`config.mk`:
```
export PLATFORM = sky130hd
export DESIGN_NAME = tbc_ram
export DESIGN_NICKNAME = d
export VERILOG_FILES = /design/src/rtl/tbc_ram.sv
export SDC_FILE = /design/constraint.sdc
export NUM_CORES = 1
export LEC_CHECK = 0
export BUFFER_PORTS_ARGS = -buffer_cell sky130_fd_sc_hd__buf_4
export CORE_UTILIZATION = 40
export CTS_BUF_LIST = sky130_fd_sc_hd__clkbuf_4 sky130_fd_sc_hd__clkbuf_8
export CTS_CLUSTER_SIZE = 28
export DETAILED_ROUTE_END_ITERATION = 10
export GPL_TIMING_DRIVEN = 0
export PLACE_DENSITY = 0.59
export SYNTH_ARGS = -nofsm -noshare
export SYNTH_HDL_FRONTEND = slang
export SYNTH_SLANG_ARGS = --single-unit
```
`constraint.sdc`:
```
create_clock -name clk -period 3.36 [get_ports clk]
set_input_delay 0.504 -clock clk [delete_from_list [all_inputs] [get_ports clk]]
set_output_delay 0.504 -clock clk [all_outputs]
set_load 0.005 [all_outputs]
```
`src/rtl/tbc_ram.sv`:
```
// Simple dual-port synchronous RAM, one write and one registered read port.
// No dependencies.
`timescale 1ns / 1ps
`default_nettype none

module tbc_ram #(
  parameter int WIDTH = 8,
  parameter int DEPTH = 16
) (
  input  wire logic                     clk,
  input  wire logic                     we,
  input  wire logic [$clog2(DEPTH)-1:0] waddr,
  input  wire logic [WIDTH-1:0]         wdata,
  input  wire logic [$clog2(DEPTH)-1:0] raddr,
  output logic      [WIDTH-1:0]         rdata
);

  logic [WIDTH-1:0] mem [DEPTH];

  always_ff @(posedge clk) begin
    if (we) begin
      mem[waddr] <= wdata;
    end
    rdata <= mem[raddr];
  end

endmodule

`default_nettype wire

```
### Word-level counts from Yosys, hierarchy flattened

Memory sizes are Yosys's and may differ from the RTL's. A register that Yosys moved wholly into a read port is not among the register bits.
Index checks and enable logic that the tools add are counted.

* register bits after elaboration: 0
* bits in latches: 0
* word-level logic and storage cells: 3
* ROM bits: 0
* memory bits (writable): 128
* memories kept: 1
* output and inout bits: 8

Memory list
* mem: depth 16, width 8, rd ports 1, clocked after memory_dff 1, wr ports 1, line 18 `logic [WIDTH-1:0] mem [DEPTH];`

* mux-type cells: 2
* shift operators: 0
* divide/modulo/power cells: 0
* multiply operators: 0
* reductions and logical operators: 0
* add/subtract/negate cells: 0
* magnitude comparators: 0
* bitwise logic cells: 0
* eq/ne operators: 0

Operator list (count)
* $mux 1: 2

### Depth between registers and ports, before layout

* word-level depth: 2
* gate-level depth with buffers: 5

### Worst setup path after synthesis

No wires, ideal clock.

* kind: input-to-reg
* start: input port waddr[2]
* end: memory mem[0][0], enable pin
* arrival time: 1614 ps
* buffers on the path: 0
* slack: 1363 ps
* cell stages on the path: 2
* library setup time: 383 ps
* cell sequence: or3b_2 > nor3_1

RTL lines
* from (decl): line 12 `input wire logic [$clog2(DEPTH)-1:0] waddr,`
* to (decl): line 18

No word-level cell before the write port.

### Worst setup path after layout

* start: input port waddr[2]
* end: memory mem[8][7], enable pin

No word-level cell before the write port.

==> impl_metrics.json <==
{
  "place_congestion": 0.667,
  "cp_data_arrival_time_ns": 1.87,
  "slowest_delay_ns": 1.01,
  "netlist.top_cell.by_area": "edfxtp_1",
  "htree_num_levels": 4,
  "worst_hold_slack_ns": 0.397,
  "holdBufCountCts": 0,
  "pin_count": 26,
  "ys_async_sr_fraction": 0,
  "num_rows": 41,
  "ant_nets": 0,
  "ir_drop_mv": 0.253,
  "grt_max_degree": 17,
  "drive_gt1_frac": 0.301,
  "report.final.slew_viol_count": 0,
  "path_depth": 3,
  "cts_buffers": 17,
  "crit_type": "input pin to flip-flop",
  "fp.dieW_um": 115,
  "post-cts-setup-buffers": 0,
  "nets": 291,
  "synth-main-ff-cell": "edfxtp_1",
  "synth_area_per_cell_um2": 22.5,
  "synth-edff-count": 128,
  "dp_hpwl_um": 6190,
  "core_area_mm2": 0.0126,
  "synth_cell_types": 19,
  "wirelength_um": 9660,
  "clk_pin_slew_worst_paths_ns": 0.07,
  "crit_path_end_kind": "flip-flop",
  "first_pass_iters": 4,
  "skew_ns": 0.00830,
  "first_iter_violations": 160,
  "r2r-end": "rdata[2]",
  "critical-path-top-delay-family": "simple AND/OR/NAND/NOR gates",
  "clkLatencyLatePin_ns": 0.43,
  "cts_resized": 0,
  "vias": 2324,
  "dieArea_mm2": 0.0133,
  "synth.most_common_cell": "edfxtp_1",
  "synth_seq_cells": 136,
  "via_per_inst": 5.07,
  "grtUsageTotal": 0.163,
  "syn_area_mm2": 0.00515,
  "yosysWarningCount": 0,
  "syn_to_final_growth_pct": 17.7,
  "min_to": "mem[2][4]",
  "wl_per_cell_um": 21.1,
  "start_kind": "input pin",
  "r2r_cells": 3,
  "rsz0062_at_grt": "no",
  "design_area_mm2": 0.00606,
  "tightest_slew_ns": 1.29,
  "period_share": 0.543,
  "root_buffer": "clkbuf_8",
  "r2r_slack_ns": 1.98,
  "synth_fp_nets": 247,
  "cts.sink_count": 136,
  "fin_total_pwr_w": 0.00372,
  "reg2reg_from": "mem[5][2]",
  "cts_tree": "built",
  "path_cells": "buf_4 > nand3b_1 > nor3_1",
  "leakagePower_nw": 2.02,
  "critPathBufInv": 1,
  "clockBufferDepth": 2,
  "crit_path_top_delay_cell": "nor3_1",
  "outcome": "finished clean",
  "antenna_found_initial": 0,
  "maxCapViolations": 0,
  "grt_pass1_vias": 2422,
  "n_antenna_cell": 0,
  "required_ns": 3.40,
  "ys_seq_area_frac": 0.778,
  "min_path_type": "input pin to flip-flop",
  "numPortBuffers": 24,
  "whs_path_depth": 1,
  "dpl-instance-area_mm2": 0.00554,
  "grt_remaining_overflow": 0,
  "path_max_fanout": 8,
  "max_slew_margin": 0.131,
  "yosys-top-cells-area": "edfxtp_1, mux4_2, mux4_1",
  "grt_pass1_wl_um": 14500,
  "synth_commonest_cells": "edfxtp_1, mux4_2, a22oi_1",
  "setup_viol": 0,
  "period_needed_ns": 1.83,
  "final_hold_viol_count": 0,
  "syn_inst": 229,
  "setup-tns-final_ns": 0,
  "max_freq_ghz": 0.548,
  "start_util": 0.410,
  "drc": 0,
  "fin_util": 0.482,
  "p_per_area_mw_per_mm2": 614,
  "hp-start": "wdata[4]",
  "die_h_um": 115,
  "synth_top_area_share": 0.747
}
## metal layers
| metal | up-vias | GRT usage | wire length, um |
|---|---|---|---|
| met5 | - | 0 | 0 |
| met4 | 0 | 0.0727 | 70 |
| met3 | 5 | 0.0455 | 561 |
| met2 | 64 | 0.258 | 4790 |
| met1 | 1199 | 0.212 | 4240 |
| li1 | 1056 | - | - |
## sequential cells by signal (all words and copies together), names as in the netlist
| signal | flops |
|---|---|
| mem | 128 |
| rdata | 8 |
## power by group
part           internal, W  switching (W)
sequential         0.00190     0.00000833
clock              0.00105       0.000576
combinational    0.0000867       0.000104
## final cells by class
type	count	area (um^2)
Fill cell	1013	6510
Sequential cell	136	4000
Multi-Input combinational cell	83	1060
Clock buffer	26	352
Tap cell	172	215
Timing Repair Buffer	25	188
Clock inverter	6	155
Buffer	10	86.3
## cells by family after synthesis
logic type / Yosys count / synth area share
AOI/OAI and AO/OA: 16 / 0.0233
buffers and inverters: 10 / 0.0168
DFF: 136 / 0.778
muxes: 32 / 0.150
and+or+nand+nor: 35 / 0.0318
## through the flow
stage	setup slack [ns]	cells
6_report	1.53	458
5_1_grt	1.44	458
4_1_cts	1.25	457
3_5_place_dp	0.773	425
3_3_place_gp	0.779	425
2_1_floorplan	1.36	229
## cells in the final DEF, fill, tap and decap left out, types with 2 or more instances in the layout
cell type        netlist  final
nand2b_1               2      2
mux4_2                18     18
clkbuf_8               0     25
bufinv_16              0      5
nor3_1                 4      4
dfxtp_1                8      8
a22oi_1               16     16
buf_6                  3      3
nand2_1                9      9
edfxtp_1             128    128
buf_2                  3      3
clkdlybuf4s25_2        3      3
mux4_1                14     14
nor2_1                13     13
nand3b_1               2      2
buf_4                  1     26
## worst max-delay path by stage
stage                     end      from  slack (ns)
floorplan           mem[0][0]  waddr[2]        1.36
global placement    mem[0][4]  waddr[2]        0.78
detailed placement  mem[0][4]  waddr[2]        0.77
CTS                 mem[0][6]  waddr[2]        1.25
global route        mem[4][4]  waddr[3]        1.44
finish              mem[8][7]  waddr[2]        1.53
Note: power is estimated with default switching activity, not from simulation.
