## src/rtl/tbc_pkg.sv

```systemverilog
// Shared types and constants for the translated block cache.
// No dependencies.
`timescale 1ns / 1ps
`default_nettype none

package tbc_pkg;

  localparam int ENTRIES    = 4096;
  localparam int PROBE_WAYS = 4;
  localparam int IDX_W      = $clog2(ENTRIES);
  localparam int WAY_W      = $clog2(PROBE_WAYS + 1);
  localparam int SW_W       = IDX_W + 1;
  localparam int LIVE_W     = 13;

  localparam logic [31:0] MIX_C1 = 32'h85eb_ca6b;
  localparam logic [31:0] MIX_C2 = 32'hc2b2_ae35;

  typedef enum logic [2:0] {
    OP_BEGIN  = 3'd0,
    OP_ABSORB = 3'd1,
    OP_LOOKUP = 3'd2,
    OP_INSERT = 3'd3,
    OP_INVAL  = 3'd4,
    OP_CLEAR  = 3'd5
  } op_t;

  typedef struct packed {
    logic [31:0] pc;
    logic [31:0] key;
    logic [63:0] handle;
    logic [63:0] stamp;
  } entry_t;

  localparam int ENTRY_W = $bits(entry_t);

endpackage

`default_nettype wire

```

## src/rtl/tbc_mix.sv

```systemverilog
// Three-stage 32-bit hash finaliser, with a multiply in the second and third stages.
// Depends on tbc_pkg.
`timescale 1ns / 1ps
`default_nettype none

module tbc_mix (
  input  wire logic        clk,
  input  wire logic        rst,
  input  wire logic        start,
  input  wire logic [31:0] din,
  output logic             done,
  output logic [31:0]      dout
);

  logic [31:0] s0;
  logic [31:0] s1;
  logic [31:0] s2;
  logic [31:0] t1;
  logic [63:0] m1;
  logic [63:0] m2;
  logic [2:0]  vld;

  assign m1 = {32'd0, s0} * {32'd0, tbc_pkg::MIX_C1};
  assign t1 = s1 ^ (s1 >> 13);
  assign m2 = {32'd0, t1} * {32'd0, tbc_pkg::MIX_C2};

  always_ff @(posedge clk) begin
    s0 <= din ^ (din >> 16);
    s1 <= m1[31:0];
    s2 <= m2[31:0];
    if (rst) begin
      vld <= '0;
    end else begin
      vld <= {vld[1:0], start};
    end
  end

  assign done = vld[2];
  assign dout = s2 ^ (s2 >> 16);

endmodule

`default_nettype wire

```

## config.mk

```make
export PLATFORM = sky130hd
export DESIGN_NAME = tbc_mix
export DESIGN_NICKNAME = d
export VERILOG_FILES = /design/src/rtl/tbc_pkg.sv /design/src/rtl/tbc_mix.sv
export SDC_FILE = /design/constraint.sdc
export NUM_CORES = 1
export LEC_CHECK = 0
export BUFFER_PORTS_ARGS = -buffer_cell sky130_fd_sc_hd__buf_2
export CAP_MARGIN = 25
export CORE_ASPECT_RATIO = 0.8
export CORE_MARGIN = 2
export CORE_UTILIZATION = 59
export DETAILED_ROUTE_END_ITERATION = 16
export GPL_ROUTABILITY_DRIVEN = 0
export PLACE_DENSITY = 0.79
export RECOVER_POWER = 50
export SKIP_LAST_GASP = 1
export SLEW_MARGIN = 20
export SYNTH_ARGS = -nofsm -noshare
export SYNTH_HDL_FRONTEND = slang
export SYNTH_SLANG_ARGS = --single-unit
export TNS_END_PERCENT = 5
```

## constraint.sdc

```tcl
create_clock -name clk -period 6.2 [get_ports clk]
set_clock_uncertainty 0.2 [all_clocks]
set_input_delay 0.62 -clock clk [delete_from_list [all_inputs] [get_ports clk]]
set_output_delay 0.62 -clock clk [all_outputs]
set_load 0.05 [all_outputs]
```

; Word level (Yosys, flattened, before mapping)
; Cells that the tools add are included.
[op_classes]
n_mul = 2
bitwise = 3
[ops]
columns = cell, n
row1 = bitwise XOR 32 x 16 -> 32 bit, 2
row2 = "multiplier 32 x 31 -> 32 bit, second input constant", 1
row3 = "multiplier 32 x 32 -> 32 bit, second input constant", 1
row4 = bitwise XOR 32 x 19 -> 32 bit, 1
[word_totals]
register_bits = 99
output_inout_bits = 33
wordCells = 9

; Logic depth before layout (Yosys ltp)
; Gate-level depths: netlist of the first run.
[logic_depth]
word_depth = 2
mapped_depth = 25

; Worst setup path after synthesis of the first run
; OpenSTA, ideal clock, no wires.
[synth_path]
kind = register to register
from = reg s1[20]
to = reg s2[31]
setup_ns = 0.120
t_arrival_ns = 6.175
t_required_ns = 5.880
path_slack_ns = -0.296
path_stages_with_launch = 23
n_path_buf = 0
synth_period_minus_slack_ns = 6.496
cell_sequence = dfxtp_1 xor2_1 ha_1 ha_1 a21oi_1 fa_1 fa_1 inv_1 fa_1 fa_1 inv_1 fa_1 inv_1 fa_1 ha_1 and3_1 and2_1 a22o_1 nor4_2 nor2_1 a41oi_2 a21oi_1 xnor2_1
[synth_via]
elab_chain_cells = 2
[synth_lines]
columns = item, line
row1 = from (decl), tbc_mix.sv:16  ; logic [31:0] s1;
row2 = from (signal assigned), tbc_mix.sv:29  ; s1 <= m1[31:0];
row3 = bitwise XOR 32 x 19 -> 32 bit, tbc_mix.sv:24  ; assign t1 = s1 ^ (s1 >> 13);
row4 = multiplier 32 x 31 -> 32 bit, tbc_mix.sv:25  ; assign m2 = {32'd0, t1} * {32'd0, tbc_pkg::MIX_C2};
row5 = named net m2[31], tbc_mix.sv:20  ; logic [63:0] m2;
row6 = to (signal assigned), tbc_mix.sv:30  ; s2 <= m2[31:0];
row7 = to (decl), tbc_mix.sv:17  ; logic [31:0] s2;
; The timed path passes the listed nets, and every way through them passes these cells.
; A chain may end at the register's enable or synchronous reset.

; Final worst setup path of the first run
[layout_path]
from = reg s0[12]
to = reg s1[26]
[layout_via]
elab_chain_cells = 1
[layout_lines]
columns = item, line
row1 = from (decl), tbc_mix.sv:15  ; logic [31:0] s0;
row2 = from (signal assigned), tbc_mix.sv:28  ; s0 <= din ^ (din >> 16);
row3 = multiplier 32 x 32 -> 32 bit, tbc_mix.sv:23  ; assign m1 = {32'd0, s0} * {32'd0, tbc_pkg::MIX_C1};
row4 = named net m1[26], tbc_mix.sv:19  ; logic [63:0] m1;
; The timed path passes the listed nets, and every way through them passes these cells.

==> key figures, run 1 <==
STA
  • Max-slew headroom: 0.591
  • Setup ws final: -0.386 ns
  • Final setup fails: 20
  • Setup TNS: -4.82 ns
  • Pins Over Slew Limit: 0
  • RSZ-0062 raised after global routing: true
  • Fin crit share: 1.06
  • Final hold vios: 0
  • Post-route minimum period: 6.59 ns
  • Hold WS: 0.164 ns
  • Max Clk Rate: 152 MHz
  • Worst slew pin tran: 0.617 ns

Clock tree
  • Num CTS Buffers: 9
  • Clock sink total: 99
  • Clock transition at the registers of the reported paths: 0.08 ns
  • Clk Latency, worst-skew pair: 0.40 ns
  • Cts hold-fix bufs: 0
  • Root buf cell: clkbuf_16
  • H-tree level count: 3
  • Clk buf depth: 2
  • CTS tree: yes

Placed design
  • HPWL Detailed: 50000 µm
  • Placed Instances: 2648
  • Buffers added on ports: 67
  • Setup Slack @ Placement: -0.462 ns

Global routing
  • First-pass GRT wire length: 98400 µm
  • Largest net degree at the start of global routing: 19
  • Vias in the first global route: 17400
  • Initial antenna violation count: 2
  • Total grt overflow: 0
  • GRT Total Usage: 0.377

Die
  • Effective utilization at floorplan: 0.598
  • Num ports: 68
  • Std cell rows: 60
  • Width of the die: 210 µm
  • Core area: 33600 µm²
  • Die area: 35600 µm²
  • Die height: 169 µm

Finish
  • Cell Count, Final, Fillers Out: 2682
  • Area of the multi-input gates: 16400 µm²
  • Layout area overhead: 18.2%
  • Nets: 3042
  • # fillers: 2107
  • Register Area: 2050 µm²
  • Share of cells above drive strength 1: 0.193

Critical path
  • Crit Path Max Fanout: 5
  • Worst path required time: 6.34 ns
  • Worst setup EP type: flop
  • Startpoint types: flop
  • Type of the worst setup path: flop to flop
  • Worst reg2reg path depth: 21
  • WP data arrival: 6.73 ns

Route
  • Vias per cell: 5.75
  • Drc violations: 0
  • Routed wire per std cell: 23.9 µm
  • Routed Wire Length: 64100 µm
  • Antenna-violating nets left: 0
  • Via count: 15400
  • First-pass DRT Iterations: 7
  • Starting DRT DRC Count: 1675

Yosys
  • Yosys warnings: 0
  • Distinct cells, synth: 56
  • Synth area leader: fa_1
  • Cell Area, Synth: 20100 µm²
  • Top FF cell, synth: dfxtp_1
  • Async SR Flop Fraction: 0
  • Mapped Avg Cell Area: 10.3 µm²
  • Syn_nets: 2755
  • Yosys top cell area share: 0.390
  • Sequential area share after synthesis: 0.0986
  • Post-Synthesis Cells: 1954
  • Post-synthesis register bit count: 99
  • Ranking of synthesized cells by area: fa_1 (39%), ha_1 (23%), inv_1 (12%)
  • Post-synth EDFFs: 0

Status
  • Failing checks: setup timing
  • Status: complete, but fails checks

Hold path
  • Min-Delay Path Depth: 1
  • HP Class: input port to flop

Run
  • Max-Cap Viols: 0
## routing by layer
metal / vias up / routed length [µm] / track usage
met5: - / 68 / 0.00828
met4: 4 / 3390 / 0.167
met3: 333 / 9230 / 0.161
met2: 1106 / 27700 / 0.580
met1: 7547 / 23700 / 0.465
li1: 6440 / - / -
## layout make-up
class | instances | area share
inverters | 631 | 0.0997
clock inverters | 7 | 0.00463
diodes | 2 | 0.000211
repair buffers | 299 | 0.0865
multi-input cells | 1201 | 0.690
flip-flops and latches | 99 | 0.0863
clock buffers | 9 | 0.00948
well taps | 434 | 0.0229
## worst max-delay path: stages, from the launching register on
cell     delay [ns]
dfxtp_2        0.37
ha_1           0.30
ha_1           0.32
fa_1           0.51
inv_1          0.05
fa_1           0.54
inv_1          0.08
fa_1           0.50
inv_1          0.06
fa_1           0.56
inv_1          0.07
fa_1           0.53
fa_1           0.45
ha_1           0.37
nand4_1        0.16
a211o_1        0.35
a21o_1         0.26
buf_4          0.18
a21oi_4        0.17
nor4_2         0.06
nor3b_1        0.24
buf_4          0.16
## cell usage in the layout, fill, tap and decap left out, drive strengths merged, types with 3 or more instances in the layout
cell | synthesis | final
a21o | 27 | 27
nor2 | 28 | 28
nand4 | 7 | 7
nor2b | 6 | 6
a211oi | 9 | 9
clkbuf | 4 | 38
inv | 631 | 633
o21ai | 24 | 24
o211ai | 7 | 7
o21bai | 4 | 4
a31oi | 6 | 6
buf | 19 | 270
nand3 | 10 | 10
ha | 374 | 374
nor4 | 3 | 3
nor3 | 5 | 5
xnor2 | 100 | 100
and3 | 4 | 4
xor2 | 71 | 71
nand2 | 31 | 31
dfxtp | 99 | 99
o21a | 7 | 7
a21oi | 50 | 50
fa | 392 | 392
nand2b | 5 | 5
and2 | 3 | 3
## per-stage QoR
stage | instance area [µm²] | util
final | 23800 | 0.707
after global routing | 23800 | 0.706
after CTS | 23700 | 0.706
after detailed placement | 22600 | 0.673
after global placement | 22600 | 0.673
after floorplan | 20300 | -
## logic make-up (layout without fill, tap and decap cells)
logic type / after synthesis / in the layout / share of synthesized area
adder cells (fa/ha/maj): 766 / 766 / 0.623
buffers and inverters: 654 / 946 / 0.125
XOR/XNOR: 171 / 171 / 0.0749
AO/OA/AOI/OAI: 153 / 153 / 0.0509
AND/OR/NAND/NOR: 111 / 111 / 0.0271
flip-flops: 99 / 99 / 0.0986
other: 0 / 2 / 0
## registers in the layout, summed over array words and instances, names as in the netlist
name	flops
s0	32
s1	32
s2	32
vld	3
## cell usage after synthesis, drive strengths merged, types with 4 or more instances
cell / number
o211ai: 7
nand2: 31
a31oi: 6
o21bai: 4
nor2b: 6
nand4: 7
xor2: 71
nor2: 28
nand3: 10
dfxtp: 99
a211oi: 9
a21oi: 50
buf: 19
and3: 4
o21ai: 24
fa: 392
xnor2: 100
o21a: 7
ha: 374
a21o: 27
inv: 631
clkbuf: 4
nor3: 5
nand2b: 5
## worst paths after layout
path,from,end,slack [ns]
setup / recovery,s0[12]$_DFF_P_,s1[26]$_DFF_P_,-0.39
hold / removal,din[16],s0[16]$_DFF_P_,0.16
setup reg to reg,s0[12]$_DFF_P_,s1[26]$_DFF_P_,-0.39
hold reg to reg,vld[1]$_SDFF_PP0_,vld[2]$_SDFF_PP0_,0.25
## timing repair
item,in CTS,in global routing
gates resized for setup,138,9
setup endpoints to repair,23,26
cloned,0,0
buffers inserted,16,2
pin swaps,76,3
Power of run 1 is not shown: default switching activity piles up to over one toggle a cycle in this logic, so the estimate is an artifact.
==> run 2: changes to the inputs <==
--- a/config.mk
+++ b/config.mk
@@ -13,7 +13,6 @@
 export DETAILED_ROUTE_END_ITERATION = 16
 export GPL_ROUTABILITY_DRIVEN = 0
 export PLACE_DENSITY = 0.79
-export RECOVER_POWER = 50
 export SKIP_LAST_GASP = 1
 export SLEW_MARGIN = 20
 export SYNTH_ARGS = -nofsm -noshare
==> run 2 against run 1 <==
Net effect: sequential cell count unchanged; hold slack worse by 0.017 ns; global-route usage unchanged; worst setup slack better by 0.0041 ns; critical path depth up 3; clock-buffer cell count unchanged; final area up 0.19%; fmax about the same; routed wire length down 0.18%; core utilization up 0.13 points; the run still ends with setup timing left.
==> key figures, run 2 (synthesized netlist as in run 1, its figures left out) <==
Clock tree
  • Clock transition at the registers of the reported paths: 0.08 ns (about the same)
  • Clock sink total: 99 (unchanged)
  • Root buf cell: clkbuf_16 (unchanged)
  • CTS tree: yes (unchanged)
  • Cts hold-fix bufs: 0 (unchanged)
  • H-tree level count: 3 (unchanged)
  • Clk Latency, worst-skew pair: 0.40 ns (about the same)
  • Num CTS Buffers: 9 (unchanged)
  • Clk buf depth: 2 (unchanged)

Die
  • Core area: 33600 µm² (unchanged)
  • Die area: 35600 µm² (unchanged)
  • Std cell rows: 60 (unchanged)
  • Num ports: 68 (unchanged)
  • Effective utilization at floorplan: 0.598 (unchanged)
  • Width of the die: 210 µm (unchanged)
  • Die height: 169 µm (unchanged)

Critical path
  • Type of the worst setup path: flop to flop (unchanged)
  • Largest delay share family, worst path: adder cells (unchanged)
  • Worst reg2reg path depth: 24 (was 21)
  • Worst R2R End: s1[26]$_DFF_P_ (unchanged)
  • Crit path buf inv count: 8 (was 6)
  • Worst setup EP type: flop (unchanged)
  • CP max-delay cell: fa_1 (unchanged)
  • R2R setup slack: -0.38 ns (was -0.39 ns)
  • Worst Setup SP: s0[11]$_DFF_P_ (was s0[12]$_DFF_P_)
  • Crit Path Max Fanout: 8 (was 5)
  • CP cell instances: buf_4 -> ha_1 -> ha_1 -> fa_1 -> inv_1 -> fa_1 -> fa_1 -> inv_1 -> ha_1 -> inv_1 -> fa_1 -> fa_1 -> inv_1 -> ha_1 -> buf_4 -> o21ai_0 -> a21oi_1 -> a221oi_2 -> a21o_1 -> buf_4 -> a21oi_4 -> o21bai_1 -> nor3b_1 -> buf_4 (was ha_1 -> ha_1 -> fa_1 -> inv_1 -> fa_1 -> inv_1 -> fa_1 -> inv_1 -> fa_1 -> inv_1 -> fa_1 -> fa_1 -> ha_1 -> nand4_1 -> a211o_1 -> a21o_1 -> buf_4 -> a21oi_4 -> nor4_2 -> nor3b_1 -> buf_4)
  • Worst path depth: 24 (was 21)
  • RR Startpoint: s0[11]$_DFF_P_ (was s0[12]$_DFF_P_)
  • Worst path required time: 6.34 ns (about the same)
  • Startpoint types: flop (unchanged)
  • WP data arrival: 6.72 ns (was 6.73 ns)
  • Critical Path Sink: s1[26]$_DFF_P_ (unchanged)
  • Most Frequent Cell on Critical Path: fa_1 (unchanged)
  • Critical Path Max Stage Delay: 0.55 ns (was 0.56 ns)

STA
  • Final setup fails: 20 (unchanged)
  • Fin crit share: 1.06 (about the same)
  • Post-route minimum period: 6.58 ns (was 6.59 ns)
  • RSZ-0062 raised after global routing: true (unchanged)
  • Worst slew pin tran: 0.515 ns (was 0.617 ns)
  • Max Clk Rate: 152 MHz (about the same)
  • Final hold vios: 0 (unchanged)
  • Pins Over Slew Limit: 0 (unchanged)
  • Setup ws final: -0.382 ns (was -0.386 ns)
  • Setup TNS: -4.87 ns (was -4.82 ns)
  • Max-slew headroom: 0.655 (was 0.591)

Global routing
  • GRT Total Usage: 0.377 (unchanged)
  • Largest net degree at the start of global routing: 19 (unchanged)
  • Initial antenna violation count: 2 (unchanged)
  • First-pass GRT wire length: 98400 µm (unchanged)
  • Vias in the first global route: 17400 (unchanged)
  • Total grt overflow: 0 (unchanged)

Status
  • Status: complete, but fails checks (unchanged)
  • Failing checks: setup timing (unchanged)

Finish
  • Nets: 3042 (unchanged)
  • Commonest non-fill, non-tap cell in the layout: inv_1 (unchanged)
  • Largest regs: s0: 32 flops, s1: 32 flops, s2: 32 flops (unchanged)
  • Share of cells above drive strength 1: 0.206 (was 0.193)
  • Commonest non-fill, non-tap cells in the layout: inv_1 (618), fa_1 (372), ha_1 (344), buf_4 (227), xnor2_1 (89) (was inv_1 (618), fa_1 (372), ha_1 (344), buf_4 (225), xnor2_1 (89))
  • # fillers: 2087 (was 2107)
  • Cell Count, Final, Fillers Out: 2683 (was 2682)
  • Layout area overhead: 18.4% (was 18.2%)

Placed design
  • Buffers added on ports: 67 (unchanged)
  • HPWL Detailed: 50000 µm (unchanged)
  • Placed Instances: 2648 (unchanged)

Route
  • Routed Wire Length: 64000 µm (was 64100 µm)
  • Starting DRT DRC Count: 1685 (was 1675)
  • Via count: 15500 (was 15400)
  • Routed wire per std cell: 23.9 µm (about the same)
  • Vias per cell: 5.76 (was 5.75)
  • Drc violations: 0 (unchanged)
  • First-pass DRT Iterations: 6 (was 7)
  • Antenna-violating nets left: 0 (unchanged)

Run
  • Max-Cap Viols: 0 (unchanged)

Hold path
  • HP Class: input port to flop (unchanged)
==> run 2: cell count changes in the layout (fill, tap and decap cells not counted), sizes merged <==
cell / change
diode: +1
buf: +29
clkbuf: -29
==> run 2: worst min-delay path by stage <==
stage | end | cells past startpoint | from
after floorplan | vld[1]$_SDFF_PP0_ | 1 | vld[0]$_SDFF_PP0_
after global placement | vld[1]$_SDFF_PP0_ | 1 | vld[0]$_SDFF_PP0_
after detailed placement | vld[1]$_SDFF_PP0_ | 1 | vld[0]$_SDFF_PP0_
after CTS | s0[24]$_DFF_P_ | 1 | din[24]
after global routing | s0[30]$_DFF_P_ | 1 | din[30]
final | s0[24]$_DFF_P_ | 1 | din[24]
==> run 2: worst reg2reg max path: stages (launching register included) <==
cell,delay [ns]
dfxtp_2,0.37
buf_4,0.16
ha_1,0.27
ha_1,0.36
fa_1,0.55
inv_1,0.07
fa_1,0.48
fa_1,0.54
inv_1,0.05
ha_1,0.28
inv_1,0.07
fa_1,0.44
fa_1,0.49
inv_1,0.05
ha_1,0.30
buf_4,0.18
o21ai_0,0.19
a21oi_1,0.12
a221oi_2,0.28
a21o_1,0.26
buf_4,0.19
a21oi_4,0.07
o21bai_1,0.13
nor3b_1,0.26
buf_4,0.16
==> run 2: through the flow <==
| step | hold WS (ns) | area [µm²] | util | setup slack, ns |
|---|---|---|---|---|
| floorplan | 0.214 | 20300 | - | -0.00173 |
| global placement | 0.228 | 22600 | 0.673 | -0.277 |
| global route | 0.153 | 23800 | 0.708 | -0.492 |
| detailed placement | 0.247 | 22600 | 0.673 | -0.462 |
| CTS | 0.145 | 23700 | 0.706 | -0.0792 |
| finish | 0.147 | 23800 | 0.708 | -0.382 |
==> run 2: area by class of cell <==
type | count | area [µm²] | area share
inverter | 631 | 2370 | 0.0995
sequential | 99 | 2050 | 0.0861
clock buffer | 9 | 225 | 0.00946
antenna | 3 | 7.51 | 0.000315
timing repair buffer | 299 | 2100 | 0.0880
clock inverter | 7 | 110 | 0.00463
multi-input combinational | 1201 | 16400 | 0.689
tap | 434 | 543 | 0.0228
==> run 2: metal layers <==
metal	track usage	share of wire
met5	0.00828	0.0011
met4	0.167	0.053
met3	0.161	0.15
met2	0.580	0.43
met1	0.465	0.36
==> run 2: repair_timing <==
item	4_1_cts	5_1_grt
buffers inserted	16	2
gates resized for setup	138	9
endpoints found under the setup margin	23	26
hold endpoints to repair	0	0
pin swaps	76	3
cloned	0	0
Power of run 2 is left out for the same reason.
